===== config.mk =====
export PLATFORM = sky130hd
export DESIGN_NAME = puct_child_selector_top
export DESIGN_NICKNAME = d
export VERILOG_FILES = /design/src/pcs_pkg.sv /design/src/pcs_front.sv /design/src/pcs_fifo.sv /design/src/pcs_back.sv /design/src/puct_child_selector_top.sv
export SDC_FILE = /design/constraint.sdc
export NUM_CORES = 2
export LEC_CHECK = 0
export ABC_AREA = 1
export BUFFER_PORTS_ARGS = -buffer_cell sky130_fd_sc_hd__buf_2
export CAP_MARGIN = 20
export CORE_ASPECT_RATIO = 0.75
export CORE_MARGIN = 2
export CORE_UTILIZATION = 56
export CTS_CLUSTER_SIZE = 12
export DETAILED_ROUTE_END_ITERATION = 10
export PLACE_DENSITY_LB_ADDON = 0.2
export SYNTH_ARGS = -nofsm -noshare
export SYNTH_HDL_FRONTEND = slang
export SYNTH_SLANG_ARGS = --single-unit

===== constraint.sdc =====
create_clock -name clk -period 9.1 [get_ports clk]
set_clock_uncertainty 0.15 [all_clocks]
set_input_delay 1.365 -clock clk [delete_from_list [all_inputs] [get_ports clk]]
set_output_delay 1.365 -clock clk [all_outputs]
set_load 0.02 [all_outputs]

===== src/pcs_pkg.sv =====
// ----------------------------------------------------------------------------
// PUCT child selector package
// Shared widths, register indexes and the queue entry type.
// ----------------------------------------------------------------------------
package pcs_pkg;

  localparam int VisitBits = 24;
  localparam int PriorBits = 16;
  localparam int ValueBits = 16;
  localparam int RootBits  = 20;
  localparam int DenBits   = VisitBits + 2;
  localparam int QBits     = ValueBits + 1;
  localparam int ScoreBits = 40;
  localparam int IndexBits = 8;
  localparam int ProdBits  = 2 * PriorBits;
  localparam int NumBits   = ProdBits + RootBits;
  localparam int SqrtBits  = VisitBits + 1 + 14;

  // Register indexes of the configuration port.
  localparam logic CFG_EXPLORE_GAIN    = 1'b0;
  localparam logic CFG_UNVISITED_VALUE = 1'b1;

  // One classified edge, as the front hands it to the back.
  typedef struct packed {
    logic                        first;
    logic                        last;
    logic [IndexBits-1:0]        idx;
    logic [VisitBits-1:0]        parent_visits;
    logic [PriorBits-1:0]        edge_prior;
    logic signed [QBits-1:0]     q;
    logic [DenBits-1:0]          den;
  } entry_t;

endpackage


===== src/pcs_front.sv =====
// ----------------------------------------------------------------------------
// PUCT selector front
// Counts edge positions and forms q and the visit denominator of each edge.
// ----------------------------------------------------------------------------
module pcs_front import pcs_pkg::*; #(
  parameter int MAX_EDGES = 256
) (
  input  logic                  clk,
  input  logic                  rst,
  input  logic                  accept,
  input  logic [VisitBits-1:0]  parent_visits,
  input  logic [PriorBits-1:0]  edge_prior,
  input  logic                  child_present,
  input  logic [VisitBits-1:0]  child_visits,
  input  logic [VisitBits-1:0]  child_pending,
  input  logic [ValueBits-1:0]  child_mean,
  input  logic                  last_edge,
  input  logic [ValueBits-1:0]  unvisited_value,
  output entry_t                entry
);

  localparam int PW = (MAX_EDGES > 2) ? $clog2(MAX_EDGES) : 1;
  localparam logic [PW-1:0] POS_MAX = PW'(MAX_EDGES - 1);

  logic [PW-1:0]      pos;
  logic [PW+7:0]      pos_ext;
  logic               visited;

  // Position in the set; holds at the top, returns to zero after the last edge.
  always_ff @(posedge clk) begin
    if (rst) begin
      pos <= '0;
    end else if (accept) begin
      if (last_edge) begin
        pos <= '0;
      end else if (pos < POS_MAX) begin
        pos <= pos + 1'b1;
      end
    end
  end

  assign pos_ext = {8'b0, pos};
  assign visited = child_present && (child_visits != '0);

  // Classification of the edge.
  always_comb begin
    entry.first         = (pos == '0);
    entry.last          = last_edge;
    entry.idx           = pos_ext[7:0];
    entry.parent_visits = parent_visits;
    entry.edge_prior    = edge_prior;
    if (visited) begin
      entry.q = -{child_mean[ValueBits-1], child_mean};
    end else begin
      entry.q = {unvisited_value[ValueBits-1], unvisited_value};
    end
    if (child_present) begin
      entry.den = DenBits'(1) + DenBits'(child_visits) + DenBits'(child_pending);
    end else begin
      entry.den = DenBits'(1);
    end
  end

endmodule


===== src/pcs_fifo.sv =====
// ----------------------------------------------------------------------------
// PUCT selector queue
// Two-entry queue of classified edges between front and back.
// ----------------------------------------------------------------------------
module pcs_fifo import pcs_pkg::*; (
  input  logic    clk,
  input  logic    rst,
  input  logic    push,
  input  entry_t  push_data,
  output logic    full,
  input  logic    pop,
  output logic    empty,
  output entry_t  pop_data
);

  entry_t       slots [2];
  logic         wr_ptr;
  logic         rd_ptr;
  logic [1:0]   count;

  assign full     = (count == 2'd2);
  assign empty    = (count == 2'd0);
  assign pop_data = slots[rd_ptr];

  // Pointer and fill bookkeeping.
  always_ff @(posedge clk) begin
    if (rst) begin
      wr_ptr <= 1'b0;
      rd_ptr <= 1'b0;
      count  <= 2'd0;
    end else begin
      if (push) wr_ptr <= ~wr_ptr;
      if (pop)  rd_ptr <= ~rd_ptr;
      unique case ({push, pop})
        2'b10:   count <= count + 2'd1;
        2'b01:   count <= count - 2'd1;
        default: count <= count;
      endcase
    end
  end

  // Entry storage.
  always_ff @(posedge clk) begin
    if (push) slots[wr_ptr] <= push_data;
  end

endmodule


===== src/pcs_back.sv =====
// ----------------------------------------------------------------------------
// PUCT selector back
// Square root on a set's first edge, exploration product, serial divide, score and running argmax.
// ----------------------------------------------------------------------------
module pcs_back import pcs_pkg::*; (
  input  logic                   clk,
  input  logic                   rst,
  input  logic                   empty,
  input  entry_t                 pop_data,
  output logic                   pop,
  input  logic [15:0]            explore_gain,
  output logic                   out_valid,
  input  logic                   out_ready,
  output logic [IndexBits-1:0]   out_index,
  output logic [ScoreBits-1:0]   out_score
);

  localparam logic [2:0] S_IDLE  = 3'd0;
  localparam logic [2:0] S_SQRT  = 3'd1;
  localparam logic [2:0] S_MUL1  = 3'd2;
  localparam logic [2:0] S_MUL2  = 3'd3;
  localparam logic [2:0] S_DIV   = 3'd4;
  localparam logic [2:0] S_SCORE = 3'd5;

  localparam logic signed [ScoreBits-1:0] SCORE_MIN = {1'b1, {(ScoreBits-1){1'b0}}};

  logic [2:0]                   state;
  entry_t                       ent;
  logic [RootBits-1:0]          root;
  logic [ProdBits-1:0]          prod1;
  logic [NumBits-1:0]           div_q;
  logic [DenBits-1:0]           rem;
  logic [5:0]                   div_cnt;
  logic [SqrtBits-1:0]          sq_x;
  logic [SqrtBits:0]            sq_res;
  logic [SqrtBits-1:0]          sq_bit;
  logic signed [ScoreBits-1:0]  lead_score;
  logic [IndexBits-1:0]         best_index;

  logic [SqrtBits:0]            sq_sum;
  logic [DenBits:0]             trial;
  logic                         trial_ge;
  logic signed [ScoreBits-1:0]  score;
  logic                         take;
  logic                         stall;
  logic                         emit;

  assign pop = (state == S_IDLE) && !empty;

  // Square-root step, divide step, score, argmax compare and output stall.
  assign sq_sum   = sq_res + {1'b0, sq_bit};
  assign trial    = {rem, div_q[NumBits-1]};
  assign trial_ge = (trial >= {1'b0, ent.den});
  assign score    = ScoreBits'(ent.q) + ScoreBits'(div_q[NumBits-1:19]);
  assign take     = ent.first || (score > lead_score);
  assign stall    = ent.last && out_valid && !out_ready;
  assign emit     = (state == S_SCORE) && !stall && ent.last;

  // Sequencer.
  always_ff @(posedge clk) begin
    if (rst) begin
      state      <= S_IDLE;
      lead_score <= SCORE_MIN;
      best_index <= '0;
      out_valid  <= 1'b0;
    end else begin
      if (emit) begin
        out_valid <= 1'b1;
      end else if (out_ready) begin
        out_valid <= 1'b0;
      end
      unique case (state)
        S_IDLE: begin
          if (!empty) begin
            state <= pop_data.first ? S_SQRT : S_MUL1;
          end
        end
        S_SQRT: begin
          if (sq_bit[1:0] != 2'b00) state <= S_MUL1;
        end
        S_MUL1: begin
          state <= S_MUL2;
        end
        S_MUL2: begin
          state <= S_DIV;
        end
        S_DIV: begin
          if (div_cnt == 6'(NumBits - 1)) state <= S_SCORE;
        end
        S_SCORE: begin
          if (!stall) begin
            state <= S_IDLE;
            if (ent.last) begin
              lead_score <= SCORE_MIN;
              best_index <= '0;
            end else if (take) begin
              lead_score <= score;
              best_index <= ent.idx;
            end
          end
        end
        default: state <= S_IDLE;
      endcase
    end
  end

  // Datapath registers.
  always_ff @(posedge clk) begin
    unique case (state)
      S_IDLE: begin
        ent    <= pop_data;
        sq_x   <= {SqrtBits'(pop_data.parent_visits) + SqrtBits'(1)} << 14;
        sq_res <= '0;
        sq_bit <= {1'b1, {(SqrtBits-1){1'b0}}};
      end
      S_SQRT: begin
        if (sq_x >= sq_sum[SqrtBits-1:0] && !sq_sum[SqrtBits]) begin
          sq_x   <= sq_x - sq_sum[SqrtBits-1:0];
          sq_res <= (sq_res >> 1) + {1'b0, sq_bit};
        end else begin
          sq_res <= sq_res >> 1;
        end
        sq_bit <= sq_bit >> 2;
        if (sq_bit[1:0] != 2'b00) begin
          root <= (sq_x >= sq_sum[SqrtBits-1:0] && !sq_sum[SqrtBits])
                  ? RootBits'((sq_res >> 1) + {1'b0, sq_bit})
                  : RootBits'(sq_res >> 1);
        end
      end
      S_MUL1: begin
        prod1 <= explore_gain * ent.edge_prior;
      end
      S_MUL2: begin
        div_q   <= prod1 * root;
        rem     <= '0;
        div_cnt <= '0;
      end
      S_DIV: begin
        if (trial_ge) begin
          rem <= DenBits'(trial - {1'b0, ent.den});
        end else begin
          rem <= trial[DenBits-1:0];
        end
        div_q   <= {div_q[NumBits-2:0], trial_ge};
        div_cnt <= div_cnt + 6'd1;
      end
      S_SCORE: begin
        if (!stall && ent.last) begin
          out_index <= take ? ent.idx : best_index;
          out_score <= take ? score : lead_score;
        end
      end
      default: begin
      end
    endcase
  end

endmodule


===== src/puct_child_selector_top.sv =====
// ----------------------------------------------------------------------------
// PUCT child selector top level
// Streams the edges of one node and returns the best edge and its score.
// ----------------------------------------------------------------------------
// In the back each edge passes a pop step, two multiply stages, a 52-step
// serial divider and a score step; a set's first edge adds a square root.
// The back finishes one edge before it pops the next.
// A result appears in the cycle after the last edge's score step.
// A two-entry queue lets the input take edges while the back is busy.
// Synchronous reset clears control, restores gain 1.0 and value 0.
module puct_child_selector_top import pcs_pkg::*; #(
  parameter int MAX_EDGES = 256
) (
  input  logic          clk,
  input  logic          rst,
  // parent_visits[23:0], edge_prior[39:24], child_present[40],
  // child_visits[64:41], child_pending[88:65], child_mean[104:89]
  input  logic [111:0]  s_axis_tdata,
  input  logic          s_axis_tlast,
  input  logic          s_axis_tvalid,
  output logic          s_axis_tready,
  // best_index[7:0], best_score[47:8]
  output logic [47:0]   m_axis_tdata,
  output logic          m_axis_tvalid,
  input  logic          m_axis_tready,
  input  logic          cfg_we,
  input  logic          cfg_index,
  input  logic [15:0]   cfg_data
);

  logic [15:0]            explore_gain;
  logic [15:0]            unvisited_value;
  logic                   accept;
  logic                   full;
  logic                   empty;
  logic                   pop;
  entry_t                 push_data;
  entry_t                 pop_data;
  logic [IndexBits-1:0]   out_index;
  logic [ScoreBits-1:0]   out_score;

  // Configuration registers.
  always_ff @(posedge clk) begin
    if (rst) begin
      explore_gain    <= 16'd4096;
      unvisited_value <= 16'd0;
    end else if (cfg_we) begin
      unique case (cfg_index)
        CFG_EXPLORE_GAIN:    explore_gain    <= cfg_data;
        CFG_UNVISITED_VALUE: unvisited_value <= cfg_data;
        default: begin
        end
      endcase
    end
  end

  assign s_axis_tready = !full;
  assign accept        = s_axis_tvalid && !full;
  assign m_axis_tdata  = {out_score, out_index};

  pcs_front #(.MAX_EDGES(MAX_EDGES)) u_front (
    .clk             (clk),
    .rst             (rst),
    .accept          (accept),
    .parent_visits   (s_axis_tdata[23:0]),
    .edge_prior      (s_axis_tdata[39:24]),
    .child_present   (s_axis_tdata[40]),
    .child_visits    (s_axis_tdata[64:41]),
    .child_pending   (s_axis_tdata[88:65]),
    .child_mean      (s_axis_tdata[104:89]),
    .last_edge       (s_axis_tlast),
    .unvisited_value (unvisited_value),
    .entry           (push_data)
  );

  pcs_fifo u_fifo (
    .clk       (clk),
    .rst       (rst),
    .push      (accept),
    .push_data (push_data),
    .full      (full),
    .pop       (pop),
    .empty     (empty),
    .pop_data  (pop_data)
  );

  pcs_back u_back (
    .clk          (clk),
    .rst          (rst),
    .empty        (empty),
    .pop_data     (pop_data),
    .pop          (pop),
    .explore_gain (explore_gain),
    .out_valid    (m_axis_tvalid),
    .out_ready    (m_axis_tready),
    .out_index    (out_index),
    .out_score    (out_score)
  );

endmodule


==> impl_metrics.tcl <==
set metrics [dict create \
    fmax_ghz 0.124 \
    die_area_um2 124000 \
    crit_fanout 21 \
    ys.flop_type "edfxtp_1" \
    status "finished clean" \
    yosysSeqAreaShare_pct 26.6 \
    tns_ns 0 \
    drive_gt1_share_pct 6.02 \
    worst_slew_pin_slew_ns 1.22 \
    hold_viol 0 \
    syn_area_um2 68100 \
    core_area_um2 120000 \
    synth_area_per_cell_um2 8.08 \
    crit_family "adder cells" \
    report.final.slew_viol_count 0 \
    yosys.area_share.adder_pct 30.4 \
    cts-resized-gates 0 \
    synth_warnings 0 \
    finalSetupViolations 0 \
    die_h_um 306 \
    clock_sinks 635 \
    end_kind "flip-flop" \
    clock_latency_ns 0.73 \
    cap_viol_max_count 0 \
    rsz0062_at_grt "no" \
    grt_pass1_wl_mm 301 \
    gp_congestion 0.987 \
    synth_nets 9783 \
    vias 55900 \
    dr.pass1.iters 8 \
    numCtsBuffers 73 \
    crit_buf_inv 4 \
    ys_types 64 \
    portBuffers 177 \
    netlist_instances 8435 \
    first_iter_violations 5581 \
    final_util_pct 60.8 \
    crit_top_cell "fa_1" \
    die_w_um 407 \
    grt_start_max_net_pins 62 \
    min-delay-path-class "flip-flop to flip-flop" \
    clockBufferDepth 3 \
    maxSlewHeadroom_pct 18.9 \
    globalRouteOverflowTotal 0 \
    finalCritPeriodShare_pct 88.6 \
    cp_slowest_cell "edfxtp_1" \
    h-tree-depth 3 \
    cpPeakStageDelay_ns 1.15 \
    ctsHoldBuffers 0 \
    clkSlewWorstSetupHoldPaths_ns 0.06 \
    wire_per_inst_um 18.6 \
    worstPathRequired_ns 9.42 \
    synth_compound_area_share_pct 8.21 \
    layout.nets 9849 \
    synth_top_family_by_area "adder cells" \
    synth-seq-cells 635 \
    critPathKind "flip-flop to flip-flop" \
    path_cells "buf_4, nand2_1, inv_1, fa_1, inv_1, fa_1, fa_1, fa_1, inv_1, fa_1, fa_1, ha_1, ha_1, a21oi_1, a21boi_0, o21ai_0, a31oi_1, nand3_1, or2_2, nand3_1, nand2_1" \
    vias_per_cell 5.49 \
    rows 110 \
    initial_utilization_pct 56.6 \
    syn_to_final_growth_pct 7.35 \
    timing.hold.ws_ns 0.315 \
    dp_hpwl_mm 149 \
    synthMuxAreaShare_pct 1.32 \
    totalWireLength_mm 189 \
    yosys.area_share.simple_pct 19.0 \
    antenna_found_initial 0 \
    grt_pass1_vias 54700 \
    cp_data_arrival_time_ns 8.38 \
    ctsRootBufferMaster "clkbuf_16" \
    drc 0 \
    post-cts-setup-buffer-count 0 \
    synth-edff-count 538 \
    synth_xor_area_share_pct 2.74 \
    cts_tree "done" \
    ioPinCount 185 \
    grt_util_all_layers_pct 30.9 \
    async_flop_share_pct 0 \
    fin_crit_ns 8.06 \
    detail-route-antenna-nets 0 \
    startpoint_type "flip-flop" \
    num-fill-cells 10800 \
]
==> cell usage after synthesis, types with 3 or more instances <==
cell	count	area share, %
o21ai_0	358	2.6
edfxtp_1	538	24
xnor2_1	75	0.96
nand3_1	321	2.4
o21bai_1	27	0.30
o21ai_1	30	0.22
o31ai_1	7	0.077
nand2_1	2006	11
dfxtp_1	97	2.9
nor2_2	4	0.037
a211oi_1	10	0.11
nand4_1	51	0.47
nor3_1	69	0.51
o21a_1	23	0.25
o22ai_1	7	0.064
nor2_4	4	0.066
mux2_2	71	1.2
ha_1	479	8.8
fa_1	734	22
buf_1	9	0.050
a21o_1	36	0.40
mux2i_1	10	0.15
clkbuf_1	244	1.3
inv_1	1830	10
nand2_2	5	0.046
nand3b_1	15	0.17
o21ai_2	3	0.039
and2_1	45	0.41
buf_6	10	0.17
buf_4	3	0.033
nand3_2	4	0.059
a21oi_1	443	3.3
a221oi_1	3	0.039
a21boi_0	9	0.099
o311ai_0	3	0.039
and3_1	7	0.064
xor2_1	135	1.7
inv_2	3	0.017
o211ai_1	10	0.11
nor4_1	31	0.28
nor2_1	563	3.1
a31oi_1	43	0.39
or2_2	19	0.17
buf_2	17	0.12
==> registers in the layout (all words and copies together) (netlist names), named ones only <==
signal and flops:
u_fifo.slots 186, u_back.ent 69, u_back.div_q 52, u_back.lead_score 40
u_back.out_score 40, u_back.sq_res 40, u_back.sq_x 39, u_back.prod1 32
u_back.rem 26, u_back.root 20, u_back.sq_bit 20, explore_gain 16
unvisited_value 16, u_back.best_index 8, u_back.out_index 8, u_front.pos 8
u_back.div_cnt 6, u_back.state 3, u_fifo.count 2, u_back.out_valid 1
u_fifo.rd_ptr 1, u_fifo.wr_ptr 1
==> per-stage QoR <==
step	std cells	setup WS, ns	instance area (µm²)
2_1_floorplan	8435	2.66	68100
3_3_place_gp	10000	1.29	70600
3_5_place_dp	10000	1.30	70600
4_1_cts	10200	1.23	73000
5_1_grt	10200	0.804	73100
6_report	10200	1.04	73100
==> per-layer routing <==
layer / global-route usage (%) / vias up / routed length, µm
met1: 47.6 / 27000 / 87800
met4: 6.61 / 0 / 3890
met3: 6.02 / 238 / 18200
li1: - / 26400 / -
met5: 0 / - / 0
met2: 45.1 / 2269 / 79400
==> worst reg2reg max path, cell delays in order, from the launching register on <==
cell and delay [ns]:
edfxtp_1 1.15, buf_4 0.34, nand2_1 0.06, inv_1 0.12
fa_1 0.40, inv_1 0.08, fa_1 0.44, fa_1 0.52
fa_1 0.55, inv_1 0.05, fa_1 0.52, fa_1 0.54
ha_1 0.32, ha_1 0.39, a21oi_1 0.24, a21boi_0 0.53
o21ai_0 0.18, a31oi_1 0.35, nand3_1 0.38, or2_2 0.39
nand3_1 0.07, nand2_1 0.06
==> final timing paths <==
| check | startpoint | endpoint | slack (ns) | depth (start not counted) |
|---|---|---|---|---|
| worst max-delay path | u_back.root[16]$_DFFE_PP_ | u_back.div_q[35]$_DFFE_PP_ | 1.04 | 21 |
| worst min-delay path | u_back.best_index[7]$_SDFFE_PP0P_ | u_back.best_index[7]$_SDFFE_PP0P_ | 0.31 | 2 |
| worst max register to register | u_back.root[16]$_DFFE_PP_ | u_back.div_q[35]$_DFFE_PP_ | 1.04 | 21 |
| worst min register to register | u_back.best_index[7]$_SDFFE_PP0P_ | u_back.best_index[7]$_SDFFE_PP0P_ | 0.31 | 2 |
==> final cells by class <==
cell class	count	area [µm²]	share of cell area (%)
repair buffers	274	1710	2.33
flip-flops and latches	635	18100	24.8
inverters	1834	6890	9.42
well taps	1624	2030	2.78
diodes	1	2.50	0.00342
clock buffers	99	1950	2.66
clock inverters	33	410	0.561
multi-input cells	5683	42000	57.5
==> cell families after synthesis <==
kind of cell / Yosys count
AO/OA/AOI/OAI: 1026
XOR/XNOR: 211
flip-flops: 635
adder cells (fa/ha/maj): 1213
AND/OR/NAND/NOR: 3152
multiplexers: 81
buffers and inverters: 2117
==> cell usage in the layout (no fill, tap or decap), drive strengths merged, types with 3 or more instances in the layout <==
cell | Yosys | layout
nor2 | 571 | 571
a21boi | 11 | 11
buf | 39 | 274
nand3 | 325 | 325
and2 | 45 | 45
o31ai | 7 | 7
bufinv | 0 | 5
o311ai | 3 | 3
o21a | 23 | 23
clkbuf | 244 | 99
dfxtp | 97 | 97
clkinv | 0 | 17
nor4 | 32 | 32
nand4 | 52 | 52
o211ai | 10 | 10
fa | 734 | 734
nand3b | 15 | 15
o21bai | 27 | 27
mux2i | 10 | 10
and3 | 7 | 7
a211oi | 10 | 10
xnor2 | 76 | 76
a221oi | 3 | 3
a21oi | 445 | 445
o21ai | 391 | 391
ha | 479 | 479
a21o | 36 | 36
or2 | 22 | 22
a31oi | 43 | 43
edfxtp | 538 | 538
nor3 | 70 | 70
xor2 | 135 | 135
mux2 | 71 | 71
inv | 1834 | 1843
o22ai | 7 | 7
nand2 | 2013 | 2013
Power is left out: the tool's default activity adds up to more than one toggle a clock period on the data nets, which glitch-free logic cannot reach.
